==> src/rtl/span_clip_pattern_tiler_core_assert.svh <==
// Assertion macros shared by the span tiler modules.
// Both macros sample on clk_i; the first one is masked while rst_ni is low.
`ifndef SPAN_CLIP_PATTERN_TILER_CORE_ASSERT_SVH
`define SPAN_CLIP_PATTERN_TILER_CORE_ASSERT_SVH

`ifndef SYNTHESIS
`define SPT_ASSERT(label, prop, msg) \
  label: assert property (@(posedge clk_i) disable iff (!rst_ni) (prop)) else $error(msg);
`define SPT_ASSERT_ALWAYS(label, prop, msg) \
  label: assert property (@(posedge clk_i) (prop)) else $error(msg);
`else
`define SPT_ASSERT(label, prop, msg)
`define SPT_ASSERT_ALWAYS(label, prop, msg)
`endif

`endif

==> src/rtl/spt_pkg.sv <==
package spt_pkg;

  // Geometry
  localparam int SCREEN_SIZE       = 1024;
  localparam int MAX_PATTERN_WIDTH = 256;
  localparam int MIN_PATTERN_WIDTH = 32;
  localparam int MAX_PATTERN_HEIGHT = 256;

  localparam int COORD_W = $clog2(SCREEN_SIZE);   // 10
  localparam int SPAN_W  = 12;                    // signed span coordinates
  localparam int DEST_W  = COORD_W + 1;           // signed viewport offsets
  localparam int PAT_W   = 9;                     // pattern size registers
  localparam int SRC_W   = 8;                     // pattern column / row
  localparam int IDX_W   = 4;
  localparam int DATA_W  = 10;

  // Queue between classifier and emitter
  localparam int QDEPTH = 2;
  localparam int QPTR_W = $clog2(QDEPTH);

  // Register indexes
  localparam logic [IDX_W-1:0] REG_CLIP_LEFT      = 4'd0;
  localparam logic [IDX_W-1:0] REG_CLIP_TOP       = 4'd1;
  localparam logic [IDX_W-1:0] REG_CLIP_RIGHT     = 4'd2;
  localparam logic [IDX_W-1:0] REG_CLIP_BOTTOM    = 4'd3;
  localparam logic [IDX_W-1:0] REG_PATTERN_WIDTH  = 4'd4;
  localparam logic [IDX_W-1:0] REG_PATTERN_HEIGHT = 4'd5;
  localparam logic [IDX_W-1:0] REG_VIEWPORT_LEFT  = 4'd6;
  localparam logic [IDX_W-1:0] REG_VIEWPORT_TOP   = 4'd7;

  // Command codes
  localparam logic CMD_SOLID = 1'b0;
  localparam logic CMD_BLIT  = 1'b1;

  // Decoded configuration
  typedef struct packed {
    logic [COORD_W-1:0] clip_left;
    logic [COORD_W-1:0] clip_top;
    logic [COORD_W-1:0] clip_right;
    logic [COORD_W-1:0] clip_bottom;
    logic               pat_on;
    logic [PAT_W-1:0]   w_div;     // clamped tile width
    logic [PAT_W-1:0]   h_div;     // clamped tile height
    logic [COORD_W-1:0] vp_left;
    logic [COORD_W-1:0] vp_top;
  } cfg_t;

  // One classified span
  typedef struct packed {
    logic               solid;
    logic [COORD_W-1:0] y;
    logic [COORD_W-1:0] xs;
    logic [COORD_W-1:0] xe;
    logic [SRC_W-1:0]   left;      // xs mod tile width
    logic [SRC_W-1:0]   row;       // y mod tile height
    logic [DEST_W-1:0]  dy;
  } desc_t;

endpackage

==> src/rtl/spt_cfg.sv <==
module spt_cfg (
  input  logic                        clk_i,
  input  logic                        rst_ni,
  input  logic                        cfg_valid_i,
  output logic                        cfg_ready_o,
  input  logic [spt_pkg::IDX_W-1:0]   cfg_index_i,
  input  logic [spt_pkg::DATA_W-1:0]  cfg_data_i,
  output spt_pkg::cfg_t               cfg_o
);

  logic [spt_pkg::COORD_W-1:0] clip_left_q, clip_top_q, clip_right_q, clip_bottom_q;
  logic [spt_pkg::COORD_W-1:0] vp_left_q, vp_top_q;
  logic [spt_pkg::PAT_W-1:0]   pat_w_q, pat_h_q;

  assign cfg_ready_o = 1'b1;

  // Register file; unknown indexes are dropped
  always_ff @(posedge clk_i or negedge rst_ni) begin
    if (!rst_ni) begin
      clip_left_q   <= '0;
      clip_top_q    <= '0;
      clip_right_q  <= spt_pkg::COORD_W'(spt_pkg::SCREEN_SIZE - 1);
      clip_bottom_q <= spt_pkg::COORD_W'(spt_pkg::SCREEN_SIZE - 1);
      pat_w_q       <= '0;
      pat_h_q       <= spt_pkg::PAT_W'(1);
      vp_left_q     <= '0;
      vp_top_q      <= '0;
    end else if (cfg_valid_i) begin
      unique case (cfg_index_i)
        spt_pkg::REG_CLIP_LEFT:      clip_left_q   <= cfg_data_i[spt_pkg::COORD_W-1:0];
        spt_pkg::REG_CLIP_TOP:       clip_top_q    <= cfg_data_i[spt_pkg::COORD_W-1:0];
        spt_pkg::REG_CLIP_RIGHT:     clip_right_q  <= cfg_data_i[spt_pkg::COORD_W-1:0];
        spt_pkg::REG_CLIP_BOTTOM:    clip_bottom_q <= cfg_data_i[spt_pkg::COORD_W-1:0];
        spt_pkg::REG_PATTERN_WIDTH:  pat_w_q       <= cfg_data_i[spt_pkg::PAT_W-1:0];
        spt_pkg::REG_PATTERN_HEIGHT: pat_h_q       <= cfg_data_i[spt_pkg::PAT_W-1:0];
        spt_pkg::REG_VIEWPORT_LEFT:  vp_left_q     <= cfg_data_i[spt_pkg::COORD_W-1:0];
        spt_pkg::REG_VIEWPORT_TOP:   vp_top_q      <= cfg_data_i[spt_pkg::COORD_W-1:0];
        default: ;
      endcase
    end
  end

  // Clamp tile size into the supported range
  always_comb begin
    cfg_o.clip_left   = clip_left_q;
    cfg_o.clip_top    = clip_top_q;
    cfg_o.clip_right  = clip_right_q;
    cfg_o.clip_bottom = clip_bottom_q;
    cfg_o.vp_left     = vp_left_q;
    cfg_o.vp_top      = vp_top_q;
    cfg_o.pat_on      = (pat_w_q != '0);
    if (pat_w_q < spt_pkg::PAT_W'(spt_pkg::MIN_PATTERN_WIDTH))
      cfg_o.w_div = spt_pkg::PAT_W'(spt_pkg::MIN_PATTERN_WIDTH);
    else if (pat_w_q > spt_pkg::PAT_W'(spt_pkg::MAX_PATTERN_WIDTH))
      cfg_o.w_div = spt_pkg::PAT_W'(spt_pkg::MAX_PATTERN_WIDTH);
    else
      cfg_o.w_div = pat_w_q;
    if (pat_h_q == '0)
      cfg_o.h_div = spt_pkg::PAT_W'(1);
    else if (pat_h_q > spt_pkg::PAT_W'(spt_pkg::MAX_PATTERN_HEIGHT))
      cfg_o.h_div = spt_pkg::PAT_W'(spt_pkg::MAX_PATTERN_HEIGHT);
    else
      cfg_o.h_div = pat_h_q;
  end

endmodule

==> src/rtl/spt_front.sv <==
module spt_front (
  input  logic                              clk_i,
  input  logic                              rst_ni,
  input  spt_pkg::cfg_t                     cfg_i,
  input  logic                              in_valid_i,
  output logic                              in_ready_o,
  input  logic signed [spt_pkg::SPAN_W-1:0] span_y_i,
  input  logic signed [spt_pkg::SPAN_W-1:0] span_x_start_i,
  input  logic signed [spt_pkg::SPAN_W-1:0] span_x_end_i,
  output logic                              push_o,
  output spt_pkg::desc_t                    desc_o,
  input  logic                              full_i
);

  typedef enum logic [2:0] {
    F_IDLE = 3'b001,
    F_DIV  = 3'b010,
    F_PUSH = 3'b100
  } fstate_e;

  localparam int CNT_W = $clog2(spt_pkg::COORD_W);
  localparam logic [CNT_W-1:0] TOP_BIT = CNT_W'(spt_pkg::COORD_W - 1);

  fstate_e state_q, state_d;
  logic [CNT_W-1:0] cnt_q, cnt_d;
  spt_pkg::desc_t   desc_q, desc_d;

  logic signed [spt_pkg::SPAN_W-1:0] xs_c, xe_c;
  logic row_out, empty, accept;
  logic [CNT_W-1:0] bit_idx;

  // One restoring remainder step
  function automatic logic [spt_pkg::SRC_W-1:0] mod_step(
    input logic [spt_pkg::SRC_W-1:0] rem,
    input logic                      din,
    input logic [spt_pkg::PAT_W-1:0] d
  );
    logic [spt_pkg::PAT_W-1:0] t;
    t = {rem, din};
    if (t >= d) t = t - d;
    return t[spt_pkg::SRC_W-1:0];
  endfunction

  // Clip against the rectangle
  always_comb begin
    row_out = (span_y_i < $signed({2'b00, cfg_i.clip_top})) ||
              (span_y_i > $signed({2'b00, cfg_i.clip_bottom}));
    xs_c = (span_x_start_i < $signed({2'b00, cfg_i.clip_left})) ?
           $signed({2'b00, cfg_i.clip_left}) : span_x_start_i;
    xe_c = (span_x_end_i > $signed({2'b00, cfg_i.clip_right})) ?
           $signed({2'b00, cfg_i.clip_right}) : span_x_end_i;
    empty = row_out || (xe_c < xs_c);
  end

  assign in_ready_o = (state_q == F_IDLE);
  assign accept     = in_valid_i && in_ready_o;
  assign bit_idx    = TOP_BIT - cnt_q;
  assign push_o     = (state_q == F_PUSH) && !full_i;
  assign desc_o     = desc_q;

  // Classifier sequencer: accept, divide for pattern spans, hand over; empty spans are dropped
  always_comb begin
    state_d = state_q;
    cnt_d   = cnt_q;
    desc_d  = desc_q;
    unique case (state_q)
      F_IDLE: begin
        if (accept && !empty) begin
          desc_d.solid = !cfg_i.pat_on;
          desc_d.y     = span_y_i[spt_pkg::COORD_W-1:0];
          desc_d.xs    = xs_c[spt_pkg::COORD_W-1:0];
          desc_d.xe    = xe_c[spt_pkg::COORD_W-1:0];
          desc_d.left  = '0;
          desc_d.row   = '0;
          desc_d.dy    = {1'b0, span_y_i[spt_pkg::COORD_W-1:0]} - {1'b0, cfg_i.vp_top};
          cnt_d        = '0;
          state_d      = cfg_i.pat_on ? F_DIV : F_PUSH;
        end
      end
      F_DIV: begin
        desc_d.left = mod_step(desc_q.left, desc_q.xs[bit_idx], cfg_i.w_div);
        desc_d.row  = mod_step(desc_q.row, desc_q.y[bit_idx], cfg_i.h_div);
        cnt_d       = cnt_q + CNT_W'(1);
        if (cnt_q == TOP_BIT) state_d = F_PUSH;
      end
      F_PUSH: begin
        if (!full_i) state_d = F_IDLE;
      end
      default: state_d = F_IDLE;
    endcase
  end

  always_ff @(posedge clk_i or negedge rst_ni) begin
    if (!rst_ni) begin
      state_q <= F_IDLE;
      cnt_q   <= '0;
    end else begin
      state_q <= state_d;
      cnt_q   <= cnt_d;
    end
  end

  always_ff @(posedge clk_i) begin
    desc_q <= desc_d;
  end

`include "span_clip_pattern_tiler_core_assert.svh"

  `SPT_ASSERT(a_div_ends, (state_q == F_DIV && cnt_q == TOP_BIT) |=> (state_q == F_PUSH), "divide did not finish")
  `SPT_ASSERT(a_push_full, push_o |-> (state_q == F_PUSH && !full_i), "push into full queue")

endmodule

==> src/rtl/spt_fifo.sv <==
module spt_fifo (
  input  logic           clk_i,
  input  logic           rst_ni,
  input  logic           push_i,
  input  spt_pkg::desc_t desc_i,
  output logic           full_o,
  input  logic           pop_i,
  output logic           valid_o,
  output spt_pkg::desc_t desc_o
);

  spt_pkg::desc_t mem_q [spt_pkg::QDEPTH];
  logic [spt_pkg::QPTR_W-1:0] wr_q, rd_q;
  logic [spt_pkg::QPTR_W:0]   cnt_q;

  assign full_o  = (cnt_q == (spt_pkg::QPTR_W+1)'(spt_pkg::QDEPTH));
  assign valid_o = (cnt_q != '0);
  assign desc_o  = mem_q[rd_q];

  // Pointers and fill level
  always_ff @(posedge clk_i or negedge rst_ni) begin
    if (!rst_ni) begin
      wr_q  <= '0;
      rd_q  <= '0;
      cnt_q <= '0;
    end else begin
      if (push_i) wr_q <= (wr_q == spt_pkg::QPTR_W'(spt_pkg::QDEPTH - 1)) ? '0 :
                          wr_q + spt_pkg::QPTR_W'(1);
      if (pop_i)  rd_q <= (rd_q == spt_pkg::QPTR_W'(spt_pkg::QDEPTH - 1)) ? '0 :
                          rd_q + spt_pkg::QPTR_W'(1);
      cnt_q <= cnt_q + (spt_pkg::QPTR_W+1)'(push_i) - (spt_pkg::QPTR_W+1)'(pop_i);
    end
  end

  always_ff @(posedge clk_i) begin
    if (push_i) mem_q[wr_q] <= desc_i;
  end

`include "span_clip_pattern_tiler_core_assert.svh"

  `SPT_ASSERT(a_no_overflow, push_i |-> !full_o, "queue overflow")
  `SPT_ASSERT(a_no_underflow, pop_i |-> valid_o, "queue underflow")

endmodule

==> src/rtl/spt_back.sv <==
module spt_back (
  input  logic                               clk_i,
  input  logic                               rst_ni,
  input  spt_pkg::cfg_t                      cfg_i,
  input  logic                               q_valid_i,
  output logic                               pop_o,
  input  spt_pkg::desc_t                     desc_i,
  output logic                               out_valid_o,
  input  logic                               out_ready_i,
  output logic                               command_o,
  output logic [spt_pkg::COORD_W-1:0]        line_y_o,
  output logic [spt_pkg::COORD_W-1:0]        line_x_start_o,
  output logic [spt_pkg::COORD_W-1:0]        line_x_end_o,
  output logic [spt_pkg::SRC_W-1:0]          src_left_o,
  output logic [spt_pkg::SRC_W-1:0]          src_right_o,
  output logic [spt_pkg::SRC_W-1:0]          src_row_o,
  output logic signed [spt_pkg::DEST_W-1:0]  dest_x_o,
  output logic signed [spt_pkg::DEST_W-1:0]  dest_y_o,
  output logic                               last_o
);

  logic                        busy_q, busy_d;
  spt_pkg::desc_t              cur_q;
  logic [spt_pkg::COORD_W-1:0] x_q, x_d;
  logic [spt_pkg::SRC_W-1:0]   left_q, left_d;
  logic                        ov_q;

  logic                        slot_free, emit, piece_last;
  logic [spt_pkg::SRC_W-1:0]   wm1, right;
  logic [spt_pkg::DEST_W-1:0]  reach;

  assign slot_free = !ov_q || out_ready_i;
  assign emit      = busy_q && slot_free;
  assign pop_o     = !busy_q && q_valid_i;
  assign wm1       = spt_pkg::SRC_W'(cfg_i.w_div - spt_pkg::PAT_W'(1));

  // Current piece: runs to the tile edge or to the span end
  always_comb begin
    reach      = spt_pkg::DEST_W'(left_q) + spt_pkg::DEST_W'(cur_q.xe - x_q);
    piece_last = cur_q.solid || (reach <= spt_pkg::DEST_W'(wm1));
    right      = piece_last ? reach[spt_pkg::SRC_W-1:0] : wm1;
    x_d        = x_q + spt_pkg::COORD_W'(wm1 - left_q) + spt_pkg::COORD_W'(1);
    left_d     = '0;
    busy_d     = busy_q;
    if (pop_o) busy_d = 1'b1;
    else if (emit && piece_last) busy_d = 1'b0;
  end

  always_ff @(posedge clk_i or negedge rst_ni) begin
    if (!rst_ni) begin
      busy_q <= 1'b0;
      ov_q   <= 1'b0;
    end else begin
      busy_q <= busy_d;
      if (slot_free) ov_q <= emit;
    end
  end

  // Span walker
  always_ff @(posedge clk_i) begin
    if (pop_o) begin
      cur_q  <= desc_i;
      x_q    <= desc_i.xs;
      left_q <= desc_i.left;
    end else if (emit) begin
      x_q    <= x_d;
      left_q <= left_d;
    end
  end

  // Output register
  always_ff @(posedge clk_i) begin
    if (emit) begin
      last_o <= piece_last;
      if (cur_q.solid) begin
        command_o      <= spt_pkg::CMD_SOLID;
        line_y_o       <= cur_q.y;
        line_x_start_o <= cur_q.xs;
        line_x_end_o   <= cur_q.xe;
        src_left_o     <= '0;
        src_right_o    <= '0;
        src_row_o      <= '0;
        dest_x_o       <= '0;
        dest_y_o       <= '0;
      end else begin
        command_o      <= spt_pkg::CMD_BLIT;
        line_y_o       <= '0;
        line_x_start_o <= '0;
        line_x_end_o   <= '0;
        src_left_o     <= left_q;
        src_right_o    <= right;
        src_row_o      <= cur_q.row;
        dest_x_o       <= {1'b0, x_q} - {1'b0, cfg_i.vp_left};
        dest_y_o       <= cur_q.dy;
      end
    end
  end

  assign out_valid_o = ov_q;

`include "span_clip_pattern_tiler_core_assert.svh"

  `SPT_ASSERT(a_last_frees, (emit && piece_last) |=> !busy_q, "walker busy after last piece")
  `SPT_ASSERT(a_pop_idle, pop_o |=> busy_q, "walker not loaded after pop")

endmodule

==> src/rtl/span_clip_pattern_tiler_core.sv <==
// Channel  Direction  Handshake              Payload
// in       input      in_valid_i/in_ready_o  span_y_i, span_x_start_i, span_x_end_i
// out      output     out_valid_o/out_ready_i command_o .. last_o
// cfg      input      cfg_valid_i/cfg_ready_o cfg_index_i, cfg_data_i
//
// The classifier drops a clipped-away span on accept and hands a solid span
// straight over; a pattern span goes through accept, 10 remainder steps of xs mod
// width and y mod height, and hand-over. The emitter loads a span from the queue,
// then gives one command per cycle while the output is not stalled.
// Reset clears control state only; no clearing pass. A two-entry span queue
// between classifier and emitter lets an output stall hold the emitter alone.
module span_clip_pattern_tiler_core (
  input  logic                               clk_i,
  input  logic                               rst_ni,
  input  logic                               cfg_valid_i,
  output logic                               cfg_ready_o,
  input  logic [spt_pkg::IDX_W-1:0]          cfg_index_i,
  input  logic [spt_pkg::DATA_W-1:0]         cfg_data_i,
  input  logic                               in_valid_i,
  output logic                               in_ready_o,
  input  logic signed [spt_pkg::SPAN_W-1:0]  span_y_i,
  input  logic signed [spt_pkg::SPAN_W-1:0]  span_x_start_i,
  input  logic signed [spt_pkg::SPAN_W-1:0]  span_x_end_i,
  output logic                               out_valid_o,
  input  logic                               out_ready_i,
  output logic                               command_o,
  output logic [spt_pkg::COORD_W-1:0]        line_y_o,
  output logic [spt_pkg::COORD_W-1:0]        line_x_start_o,
  output logic [spt_pkg::COORD_W-1:0]        line_x_end_o,
  output logic [spt_pkg::SRC_W-1:0]          src_left_o,
  output logic [spt_pkg::SRC_W-1:0]          src_right_o,
  output logic [spt_pkg::SRC_W-1:0]          src_row_o,
  output logic signed [spt_pkg::DEST_W-1:0]  dest_x_o,
  output logic signed [spt_pkg::DEST_W-1:0]  dest_y_o,
  output logic                               last_o
);

  spt_pkg::cfg_t  cfg;
  spt_pkg::desc_t push_desc, pop_desc;
  logic           push, full, pop, q_valid;

  spt_cfg u_cfg (
    .clk_i       (clk_i),
    .rst_ni      (rst_ni),
    .cfg_valid_i (cfg_valid_i),
    .cfg_ready_o (cfg_ready_o),
    .cfg_index_i (cfg_index_i),
    .cfg_data_i  (cfg_data_i),
    .cfg_o       (cfg)
  );

  spt_front u_front (
    .clk_i          (clk_i),
    .rst_ni         (rst_ni),
    .cfg_i          (cfg),
    .in_valid_i     (in_valid_i),
    .in_ready_o     (in_ready_o),
    .span_y_i       (span_y_i),
    .span_x_start_i (span_x_start_i),
    .span_x_end_i   (span_x_end_i),
    .push_o         (push),
    .desc_o         (push_desc),
    .full_i         (full)
  );

  spt_fifo u_fifo (
    .clk_i   (clk_i),
    .rst_ni  (rst_ni),
    .push_i  (push),
    .desc_i  (push_desc),
    .full_o  (full),
    .pop_i   (pop),
    .valid_o (q_valid),
    .desc_o  (pop_desc)
  );

  spt_back u_back (
    .clk_i          (clk_i),
    .rst_ni         (rst_ni),
    .cfg_i          (cfg),
    .q_valid_i      (q_valid),
    .pop_o          (pop),
    .desc_i         (pop_desc),
    .out_valid_o    (out_valid_o),
    .out_ready_i    (out_ready_i),
    .command_o      (command_o),
    .line_y_o       (line_y_o),
    .line_x_start_o (line_x_start_o),
    .line_x_end_o   (line_x_end_o),
    .src_left_o     (src_left_o),
    .src_right_o    (src_right_o),
    .src_row_o      (src_row_o),
    .dest_x_o       (dest_x_o),
    .dest_y_o       (dest_y_o),
    .last_o         (last_o)
  );

endmodule

==> config.mk <==
export PLATFORM = sky130hd
export DESIGN_NAME = span_clip_pattern_tiler_core
export DESIGN_NICKNAME = d
export VERILOG_FILES = /design/src/rtl/spt_pkg.sv /design/src/rtl/spt_cfg.sv /design/src/rtl/spt_front.sv /design/src/rtl/spt_fifo.sv /design/src/rtl/spt_back.sv /design/src/rtl/span_clip_pattern_tiler_core.sv
export VERILOG_INCLUDE_DIRS = /design/src /design/src/rtl
export SDC_FILE = /design/constraint.sdc
export NUM_CORES = 1
export LEC_CHECK = 0
export BUFFER_PORTS_ARGS = -buffer_cell sky130_fd_sc_hd__buf_2
export CORE_MARGIN = 2
export CORE_UTILIZATION = 65
export CTS_CLUSTER_SIZE = 14
export DETAILED_ROUTE_END_ITERATION = 7
export GPL_TIMING_DRIVEN = 0
export MAX_ROUTING_LAYER = met4
export PLACE_DENSITY = 0.92
export SLEW_MARGIN = 20
export SYNTH_ARGS = -nofsm -noshare
export SYNTH_HDL_FRONTEND = slang
export SYNTH_SLANG_ARGS = --single-unit
==> constraint.sdc <==
create_clock -name clk_i -period 11.9 [get_ports clk_i]
set_clock_uncertainty 0.15 [all_clocks]
set_input_delay 2.38 -clock clk_i [delete_from_list [all_inputs] [get_ports clk_i]]
set_output_delay 2.38 -clock clk_i [all_outputs]
set_load 0.05 [all_outputs]
## Word level (Yosys, flattened, before mapping)

Memories as Yosys holds them, arrays and structs flattened.
Index checks and enable logic that the tools add are counted.

- Register bits after elaboration: 295
- Memory bits (writable): 116
- Input bits: 55
- Output and inout port bits: 81
- Word-level logic and storage cells: 150
- Memories kept: 1

- $add $sub $neg: 16
- Order comparisons: 12
- Eq/ne operators: 15
- Mux-type cells: 33
- Reduce and logical (&&, ||, !) cells: 33

Memory list:

| memory | depth | bits a word | read ports | clocked after Yosys merged registers in | write ports | line | source |
|---|---|---|---|---|---|---|---|
| u_fifo.mem_q | 2 | 58 | 1 | 0 | 1 | spt_fifo.sv:12 | `spt_pkg::desc_t mem_q [spt_pkg::QDEPTH];` |

Operators with widths:

| kind | number |
|---|---|
| 8-bit two-way mux | 5 |
| 9-bit two-way mux | 4 |
| 10-bit by 10-bit subtractor with 11-bit output | 3 |
| 16-bit case mux with 2 select lines | 1 |
| 27-bit two-way mux | 1 |
| 12-bit by 11-bit greater-than comparator with 1-bit output | 2 |
| 12-bit by 11-bit less-than comparator with 1-bit output | 2 |
| 12-bit two-way mux | 2 |
| 10-bit two-way mux | 2 |
| 2-bit AND reduction | 10 |
| 9-bit >= comparator | 2 |
| 9-bit greater-than comparator (second input constant) | 2 |
| 4-bit by 3-bit equality test with 1-bit output (second input constant) | 4 |
| 8-bit subtractor | 2 |
| 12-bit less-than comparator | 1 |
| 3-bit two-way mux | 4 |
| 8-bit by 11-bit adder with 11-bit output | 1 |
| 11-bit by 8-bit less-or-equal comparator with 1-bit output | 1 |
| 10-bit by 1-bit adder with 10-bit output (second input constant) | 1 |
| 10-bit adder | 1 |
| 9-bit logical NOT | 1 |
| 9-bit by 6-bit less-than comparator with 1-bit output (second input constant) | 1 |
| 1-bit two-way mux | 9 |
| 3-bit case mux with 3 select lines | 1 |
| other kinds (27) | 46 |

## Depth between registers and ports, before layout

Gate-level depths: netlist of the first run.

- Word-level depth: 9
- Mapped depth: 21
- Gate-level depth less buffers: 20

## Hierarchy

Synthesis of the first run repeated with hierarchy kept, for this count alone.

- Cell total of the unflattened synthesis: 1,542
- Area, all modules: 20,433.3 um^2

Modules (own cells, without submodules):

| module | instances | cells each | area an instance (um^2) | sequential area each (um^2) |
|---|---|---|---|---|
| spt_back | 1 | 589 | 7,447.1 | 4,434.3 |
| spt_front | 1 | 553 | 5,298.8 | 1,918.1 |
| spt_fifo | 1 | 196 | 4,430.5 | 3,583.4 |
| spt_cfg | 1 | 204 | 3,256.9 | 1,978.1 |

## Least setup slack after synthesis of the first run

Ideal clock, no wire load.

- Kind: input -> register
- From: input span_x_start_i[1] in the netlist's numbering
- To: register u_front.desc_q (netlist bit u_front.desc_o[11]), enable pin
- Library setup time: 0.336 ns
- Data arrival time: 7.868 ns
- Required time: 11.414 ns
- Setup slack: 3.546 ns
- Stages on the path: 20
- Path buffers: 1
- Cell sequence: ha_1 a21o_1 a21o_1 a21oi_1 nor2b_1 o21ai_0 a21oi_1 a31oi_1 ha_1 buf_1 mux2i_1 ha_1 a21o_1 a21o_1 a21oi_1 o21ai_0 nor2_1 nor2_1 a211oi_2 or2_2

- Cells in the longest elaborated chain, start to end: 8

RTL lines:

| item | line | source |
|---|---|---|
| start, declared | span_clip_pattern_tiler_core.sv:22 | `input logic signed [spt_pkg::SPAN_W-1:0] span_x_start_i,` |
| 12-bit by 11-bit less-than comparator with 1-bit output | spt_front.sv:48 | `xs_c = (span_x_start_i < $signed({2'b00, cfg_i.clip_left})) ?` |
| 12-bit two-way mux (*) | spt_front.sv:48 |  |
| 12-bit less-than comparator (*) | spt_front.sv:52 | `empty = row_out \|\| (xe_c < xs_c);` |
| 1-bit logical OR (*) | spt_front.sv:52 |  |
| 1-bit logical NOT (*) | spt_front.sv:68 | `if (accept && !empty) begin` |
| 1-bit logical AND (*) | spt_front.sv:68 |  |
| 2-bit inequality test (no line) (*) | n/a |  |
| 2-bit AND reduction (no line) (*) | n/a |  |
| end signal, assigned | spt_front.sv:104 | `desc_q <= desc_d;` |
| end, declared | spt_front.sv:26 | `spt_pkg::desc_t desc_q, desc_d;` |

Every way passes the cells marked *; elsewhere a longest branch is shown, timed or not.
A chain may end at the register's enable or synchronous reset.

## Final worst setup path of the first run

- From: input span_x_start_i[1] in the netlist's numbering
- To: register u_front.desc_q (netlist bit u_front.desc_o[16]), enable pin

The elaborated chain is that of the path after synthesis.

==> results of run 1 <==
==> path summary, 6_finish.rpt <==
| check | cells past startpoint | end | start |
|---|---|---|---|
| setup / recovery | 22 | u_front.desc_o[16]$_DFFE_PP_ | span_x_start_i[1] |
| hold / removal | 0 | u_fifo.mem_q[0][0]$_DFFE_PP_ | u_front.desc_o[0]$_DFFE_PP_ |
| setup reg to reg | 22 | u_front.desc_o[16]$_DFFE_PP_ | u_cfg.clip_left_q[1]$_DFFE_PN0P_ |
| hold reg to reg | 0 | u_fifo.mem_q[0][0]$_DFFE_PP_ | u_front.desc_o[0]$_DFFE_PP_ |
| max in group asynchronous | 2 | u_front.state_q[0]$_DFFE_PN1P_ | rst_ni |
| min in group asynchronous | 1 | u_cfg.clip_top_q[1]$_DFFE_PN0P_ | rst_ni |
==> flip-flops by register name (all words and copies together) (netlist names), 11 cells and up <==
register,flops
u_back.cur_q,50
u_back.dest_y_o,11
u_fifo.mem_q,116
u_front.desc_o,58
u_back.dest_x_o,11
==> cell usage in the layout, fill, tap and decap left out, types with 22 or more instances in the layout <==
cell,synthesis,routed
nor2_1,103,101
o21ai_0,71,71
dfrtp_1,69,69
mux2_2,105,105
buf_2,1,134
xnor2_1,24,24
edfxtp_1,320,320
clkbuf_1,34,45
ha_1,130,130
a21oi_1,56,56
inv_1,146,146
nor3_1,29,29
nor2b_1,39,39
dfstp_2,22,22
clkbuf_16,0,41
nand2_1,87,87
and2_1,24,23
mux2i_1,34,34
==> worst register-to-register path: stages (launching register included) <==
cell	delay, ns
dfrtp_1	0.36
inv_1	0.05
ha_1	0.26
a21o_1	0.16
a21o_1	0.18
a21oi_1	0.16
nor2b_1	0.06
o21ai_0	0.15
a21oi_1	0.09
a31oi_1	0.18
ha_1	0.19
buf_1	0.56
mux2i_1	0.40
ha_1	0.32
a21o_1	0.17
a21o_1	0.17
a21oi_1	0.13
o21ai_0	0.15
nor2_1	0.16
nor2_1	0.09
a211oi_4	0.55
buf_8	0.26
or2_2	0.43
==> layer usage <==
metal / wire length, um / share of wire [%]
met4: 1900 / 4.2
met3: 4070 / 8.9
met1: 17700 / 39
met5: 0 / 0
met2: 22100 / 48
==> cell families (layout without fill, tap and decap cells) <==
kind of cell	count (synthesis)	in the layout	synth area share (%)
DFF	411	411	60.1
adders and majority gates	144	144	9.62
and+or+nand+nor	364	364	9.08
AOI/OAI and AO/OA	226	226	7.41
other	1	1	0.0189
xor gates and xnor gates	45	45	2.03
buffers and inverters	187	404	3.60
muxes	143	143	8.14
==> metrics by stage <==
step / util (%) / hold WS, ns / total power (uW) / cells / cell area (um2)
floorplan: - / 0.271 / 4440 / 1521 / 19800
global placement: 70.4 / 0.272 / 5010 / 2045 / 21000
detailed placement: 71.3 / 0.281 / 5160 / 2055 / 21200
CTS: 75.4 / 0.288 / 6440 / 2128 / 22500
global route: 75.4 / 0.294 / 6850 / 2128 / 22500
finish: 75.4 / 0.289 / 6480 / 2128 / 22500
==> report_power, final <==
group          switching (uW)  total (uW)  internal (uW)
logic                    2020        3170           1140
clock network             520        1220            700
registers                 131        2090           1960
total                    2680        6480           3800
==> final cells by class <==
type | count | area share (%)
multi-input combinational | 923 | 32.1
tap | 390 | 2.17
buffer | 40 | 0.740
timing repair buffer | 144 | 3.95
inverter | 147 | 2.45
clock inverter | 20 | 0.785
clock buffer | 53 | 4.76
sequential | 411 | 53.0
==> flow_summary_export.csv, run 1 <==
group,metric,value,unit
grt,grt_pass1_vias,13200,
synth,ys_ff_latch,411,
critical_path,worstPathCellList,"buf_2 -> ha_1 -> a21o_1 -> a21o_1 -> a21oi_1 -> nor2b_1 -> o21ai_0 -> a21oi_1 -> a31oi_1 -> ha_1 -> buf_1 -> mux2i_1 -> ha_1 -> a21o_1 -> a21o_1 -> a21oi_1 -> o21ai_0 -> nor2_1 -> nor2_1 -> a211oi_4 -> buf_8 -> or2_2",
sta,setup_viol,0,
min_path,hold_class,"reg -> reg",
synth,syn_area_per_cell,13.0,um2
place,dpl.hpwl,31.9,mm
final_layout,drive_gt1_share,20.8,%
final_layout,nNetsFinal,1906,
sta,rsz0062_at_grt,"false",
grt,grt_pass1_wl,71.3,mm
grt,use_met2,48.8,%
synth,synth_top_area_cell,"edfxtp_1",
grt,grt_antenna_before_repair,0,
sta,period_share,61.6,%
synth,synth-main-ff-cell,"edfxtp_1",
routing,post_drt_via_cell_ratio,6.16,
power,peakVddDrop,172,uV
grt,grt.busiest_layer,"met2",
synth,yosysSeqAreaShare,60.1,%
outcome,status,"completed",
synth,syn_nets,1720,
critical_path,regToRegSetupSlack,6.16,ns
cts,cts_tree,"built",
routing,vias,13100,
cts,cts_resized,0,
routing,route.detailed.drc,0,
final_layout,seq_area,11900,um2
cts,post_cts_buffers,0,
sta,worst_slack,4.57,ns
critical_path,end_kind,"flip-flop",
floorplan,die_w,179,um
grt,met3_usage,4.43,%
routing,wire_per_inst,21.5,um
synth,async_reset_ff_share,22.1,%
floorplan,die_h,179,um
sta,layout_min_cycle_time,7.33,ns
power,p_leak,0.00915,uW
cts,h-tree-depth,2,
synth,yosysMostFrequentCell,"edfxtp_1",
synth,yosysWarnings,0,
routing,ant_nets,0,
synth,synth_edf_count,320,
cts,cts_buffers,40,
floorplan,rows,63,
grt,use_met1,39.1,%
cts,cts_root_buf,"clkbuf_16",
synth,ys_types,78,
cts,cts_sinks,411,
sta,final_max_slew_viol_count,0,
critical_path,crit_fanout,18,
routing,drtIter0Drc,1439,
power,power.density,288,nW/um2
floorplan,coreArea,29800,um2
sta,tightest_slew,0.842,ns
critical_path,cp_data_required_time,11.92,ns
critical_path,critical_path_buf_inv_count,3,
flow_run,maxCapViolations,0,
critical_path,path_delay_family,"compound AO/OA/AOI/OAI gates",
sta,hold_violations,0,
place,place_ws,4.12,ns
grt,grt_max_degree,60,
final_layout,n_antenna_cell,0,
final_layout,syn2layout_area_growth,13.4,%
synth,synthTopCellsByArea,"edfxtp_1 48%, dfrtp_1 8.7%, ha_1 8.2%",
sta,max_freq,136,MHz
cts,clkSlewWorstSetupHoldPaths,0.06,ns
place,io_buffers,134,
critical_path,crit_arrival,7.35,ns
final_layout,multi_input_comb_area,7220,um2
grt,grt_use_total,30.4,%
critical_path,crit_slowest_cell,"buf_1",
synth,synth_top_area_share,48.5,%
synth,netlist_top_cells_count,"320 x edfxtp_1, 146 x inv_1, 130 x ha_1",
sta,max-slew-margin-rel,43.9,%
cts,ctsHoldBuffers,0,
critical_path,worst-setup-path-type,"in -> reg",
synth,netlist_area,19800,um2
cts,ctsLongestPathBuffers,3,
place,routabilityCongestion,0.938,
cts,clkLatencyLatePin,0.54,ns
synth,synthesis.instances,1521,
routing,drtPass1Iterations,6,
floorplan,io-pin-count,136,
routing,postRouteWirelength,45.8,mm
floorplan,start_util,66.5,%
critical_path,crit_path_frequent_cell,"a21o_1",
grt,overflow,0,
final_layout,fillCellCount,1733,
critical_path,max_stage_delay,0.56,ns
critical_path,cp-start-kind,"input port",
sta,setup_tns,0,ns
floorplan,die_area,31900,um2
Power figures use the tool's default switching activity.
==> run 2, diff against run 1 <==
--- a/config.mk
+++ b/config.mk
@@ -6,14 +6,15 @@
 export SDC_FILE = /design/constraint.sdc
 export NUM_CORES = 1
 export LEC_CHECK = 0
+export ABC_AREA = 1
 export BUFFER_PORTS_ARGS = -buffer_cell sky130_fd_sc_hd__buf_2
 export CORE_MARGIN = 2
-export CORE_UTILIZATION = 65
+export CORE_UTILIZATION = 55
 export CTS_CLUSTER_SIZE = 14
 export DETAILED_ROUTE_END_ITERATION = 7
 export GPL_TIMING_DRIVEN = 0
 export MAX_ROUTING_LAYER = met4
-export PLACE_DENSITY = 0.92
+export PLACE_DENSITY = 0.83
 export SLEW_MARGIN = 20
 export SYNTH_ARGS = -nofsm -noshare
 export SYNTH_HDL_FRONTEND = slang
==> constraint.sdc (replaced) <==
create_clock -name clk_i -period 6.5 [get_ports clk_i]
set_clock_uncertainty 0.15 [all_clocks]
set_input_delay 1.3 -clock clk_i [delete_from_list [all_inputs] [get_ports clk_i]]
set_output_delay 1.3 -clock clk_i [all_outputs]
set_load 0.05 [all_outputs]
==> flow_summary_export.csv, run 2 <==
group,metric,value,unit
final_layout,largest_reg_flops,116,
cts,post_cts_buffers,0,
critical_path,cp_data_required_time,6.78,ns
routing,vias,14300,
routing,post_drt_via_cell_ratio,5.42,
critical_path,worst-setup-path-type,"in -> reg",
sta,whs,0.298,ns
power,peakVddDrop,282,uV
routing,wire_per_inst,17.5,um
grt,grt_antenna_before_repair,1,
routing,drtPass1Iterations,5,
grt,grt_use_total,25.2,%
synth,ys_ff_latch,411,
sta,hold_violations,0,
critical_path,end_kind,"flip-flop",
cts,clkLatencyLatePin,0.55,ns
final_layout,final_common_cell,"nand2_1",
critical_path,crit_path_start,"span_x_start_i[1]",
critical_path,crit_arrival,6.07,ns
final_layout,n_antenna_cell,0,
floorplan,start_util,55.3,%
final_layout,final_cell_mix,"504 x nand2_1, 320 x edfxtp_1, 297 x inv_1",
min_path,hold-path-cell-count,0,
min_path,hold_class,"reg -> reg",
cts,ctsLongestPathBuffers,3,
synth,synth_top_area_cell,"edfxtp_1",
routing,postRouteWirelength,46.0,mm
floorplan,coreArea,36300,um2
sta,setup_tns,0,ns
floorplan,rows,70,
floorplan,die_w,195,um
synth,synthesis.instances,1945,
synth,synth_edf_count,320,
grt,overflow,0,
place,io_buffers,134,
place,routabilityCongestion,0.929,
floorplan,die_h,195,um
sta,max_freq,173,MHz
synth,synth-main-ff-cell,"edfxtp_1",
sta,tightest_slew,1.02,ns
sta,max-slew-margin-rel,31.5,%
critical_path,regToRegSetupSlack,1.18,ns
flow_run,maxCapViolations,0,
cts,cts_tree,"built",
cts,h-tree-depth,2,
sta,layout_min_cycle_time,5.78,ns
critical_path,rr_endpoint,"u_front.cnt_q[1]$_DFFE_PN0P_",
cts,cts_resized,0,
grt,grt_pass1_wl,72.2,mm
cts,cts_sinks,411,
final_layout,utilization,63.2,%
synth,syn_area_per_cell,10.3,um2
power,power,12900,uW
final_layout,nNetsFinal,2329,
cts,cts_buffers,42,
power,p_leak,0.0104,uW
synth,synth_top_area_share,47.8,%
grt,grt.busiest_layer,"met2",
grt,use_met2,41.1,%
routing,route.detailed.drc,0,
sta,final_max_slew_viol_count,0,
critical_path,cp-start-kind,"input port",
sta,period_share,89.0,%
outcome,status,"completed",
synth,yosysWarnings,0,
power,power.density,560,nW/um2
critical_path,reg2reg_depth,24,
synth,netlist_top_cells_count,"504 x nand2_1, 320 x edfxtp_1, 299 x inv_1",
cts,cts_root_buf,"clkbuf_16",
floorplan,io-pin-count,136,
critical_path,crit_fanout,19,
synth,async_reset_ff_share,22.1,%
grt,met3_usage,4.28,%
critical_path,cp-endpoint,"u_front.cnt_q[1]$_DFFE_PN0P_",
cts,clkSlewWorstSetupHoldPaths,0.06,ns
grt,grt_pass1_vias,14000,
synth,yosysMostFrequentCell,"nand2_1",
cts,ctsHoldBuffers,0,
routing,ant_nets,0,
grt,grt_max_degree,80,
grt,use_met1,31.4,%
synth,ys_types,60,
final_layout,fillCellCount,2773,
final_layout,regMostFlops,"u_fifo.mem_q",
place,dpl.hpwl,33.7,mm
routing,drtIter0Drc,1100,
synth,yosysSeqAreaShare,59.2,%
sta,setup_viol,0,
synth,synthTopCellsByArea,"edfxtp_1 48%, nand2_1 9.4%, dfrtp_1 8.6%",
synth,netlist_area,20100,um2
floorplan,die_area,38100,um2
final_layout,syn2layout_area_growth,14.2,%
synth,syn_nets,2144,
sta,rsz0062_at_grt,"false",
critical_path,r2r_start,"u_cfg.clip_left_q[1]$_DFFE_PN0P_",
final_layout,drive_gt1_share,12.8,%
[run 2: worst min path at each step]
stage                                       from                       endpoint  slack, ns
global placement    u_front.desc_o[36]$_DFFE_PP_  u_fifo.mem_q[1][36]$_DFFE_PP_       0.27
finish              u_front.desc_o[27]$_DFFE_PP_  u_fifo.mem_q[1][27]$_DFFE_PP_       0.30
floorplan            u_front.desc_o[0]$_DFFE_PP_   u_fifo.mem_q[0][0]$_DFFE_PP_       0.27
global route         u_front.desc_o[5]$_DFFE_PP_   u_fifo.mem_q[0][5]$_DFFE_PP_       0.30
detailed placement  u_front.desc_o[33]$_DFFE_PP_  u_fifo.mem_q[1][33]$_DFFE_PP_       0.28
CTS                 u_front.desc_o[36]$_DFFE_PP_  u_fifo.mem_q[1][36]$_DFFE_PP_       0.30
[run 2: logic make-up (layout without fill, tap and decap cells)]
| kind of cell | after synthesis | after routing | synth area share (%) |
|---|---|---|---|
| other | 1 | 1 | 0.0186 |
| adders and majority gates | 144 | 144 | 9.48 |
| DFF | 411 | 411 | 59.2 |
| xor gates and xnor gates | 49 | 49 | 2.13 |
| and+or+nand+nor | 695 | 695 | 14.6 |
| AOI/OAI and AO/OA | 291 | 291 | 7.92 |
| buffers and inverters | 354 | 573 | 6.67 |
[run 2: routing by layer]
layer	part of all wire [%]	vias up
met3	7.5	139
met1	41	6742
met4	3.8	0
met2	48	566
li1	-	6810
met5	0	-
[run 2: area by class of cell]
cell class / instances / area [um2] / share of cell area [%]
well taps: 468 / 586 / 2.55
clock inverters: 23 / 238 / 1.03
repair buffers: 141 / 847 / 3.69
inverters: 306 / 1160 / 5.03
flip-flops and latches: 411 / 11900 / 51.9
multi-input cells: 1180 / 6880 / 29.9
plain buffers: 48 / 191 / 0.833
clock buffers: 55 / 1160 / 5.06
[run 2: worst max-delay path: stages]
cell and delay, ns:
buf_2 0.12, ha_1 0.26, a21boi_0 0.18, o211ai_1 0.10
nand2_1 0.07, nand3_1 0.06, nand2_1 0.08, nand3_1 0.08
nand2_1 0.07, a41oi_1 0.09, ha_1 0.33, clkbuf_1 0.32
clkbuf_1 0.39, nand2_1 0.12, o21ai_0 0.20, ha_1 0.34
nand2_1 0.09, nor2_1 0.05, a211oi_1 0.19, o221a_2 0.24
nand3_1 0.09, nand3_1 0.20, nand2_1 0.64, o21ai_0 0.45
[run 2: per-stage QoR]
step | worst slack (ns) | instances | instance area, um2
floorplan | 0.960 | 1945 | 20100
global placement | 0.0296 | 2547 | 21400
detailed placement | 0.250 | 2554 | 21600
CTS | 0.743 | 2632 | 23000
global route | 0.366 | 2632 | 23000
finish | 0.716 | 2632 | 23000
[run 2: power breakdown]
| group | internal, uW | total, uW | switching, uW |
|---|---|---|---|
| Clock | 1430 | 2420 | 992 |
| Combinational | 2010 | 6400 | 4390 |
| Sequential | 3740 | 4040 | 297 |
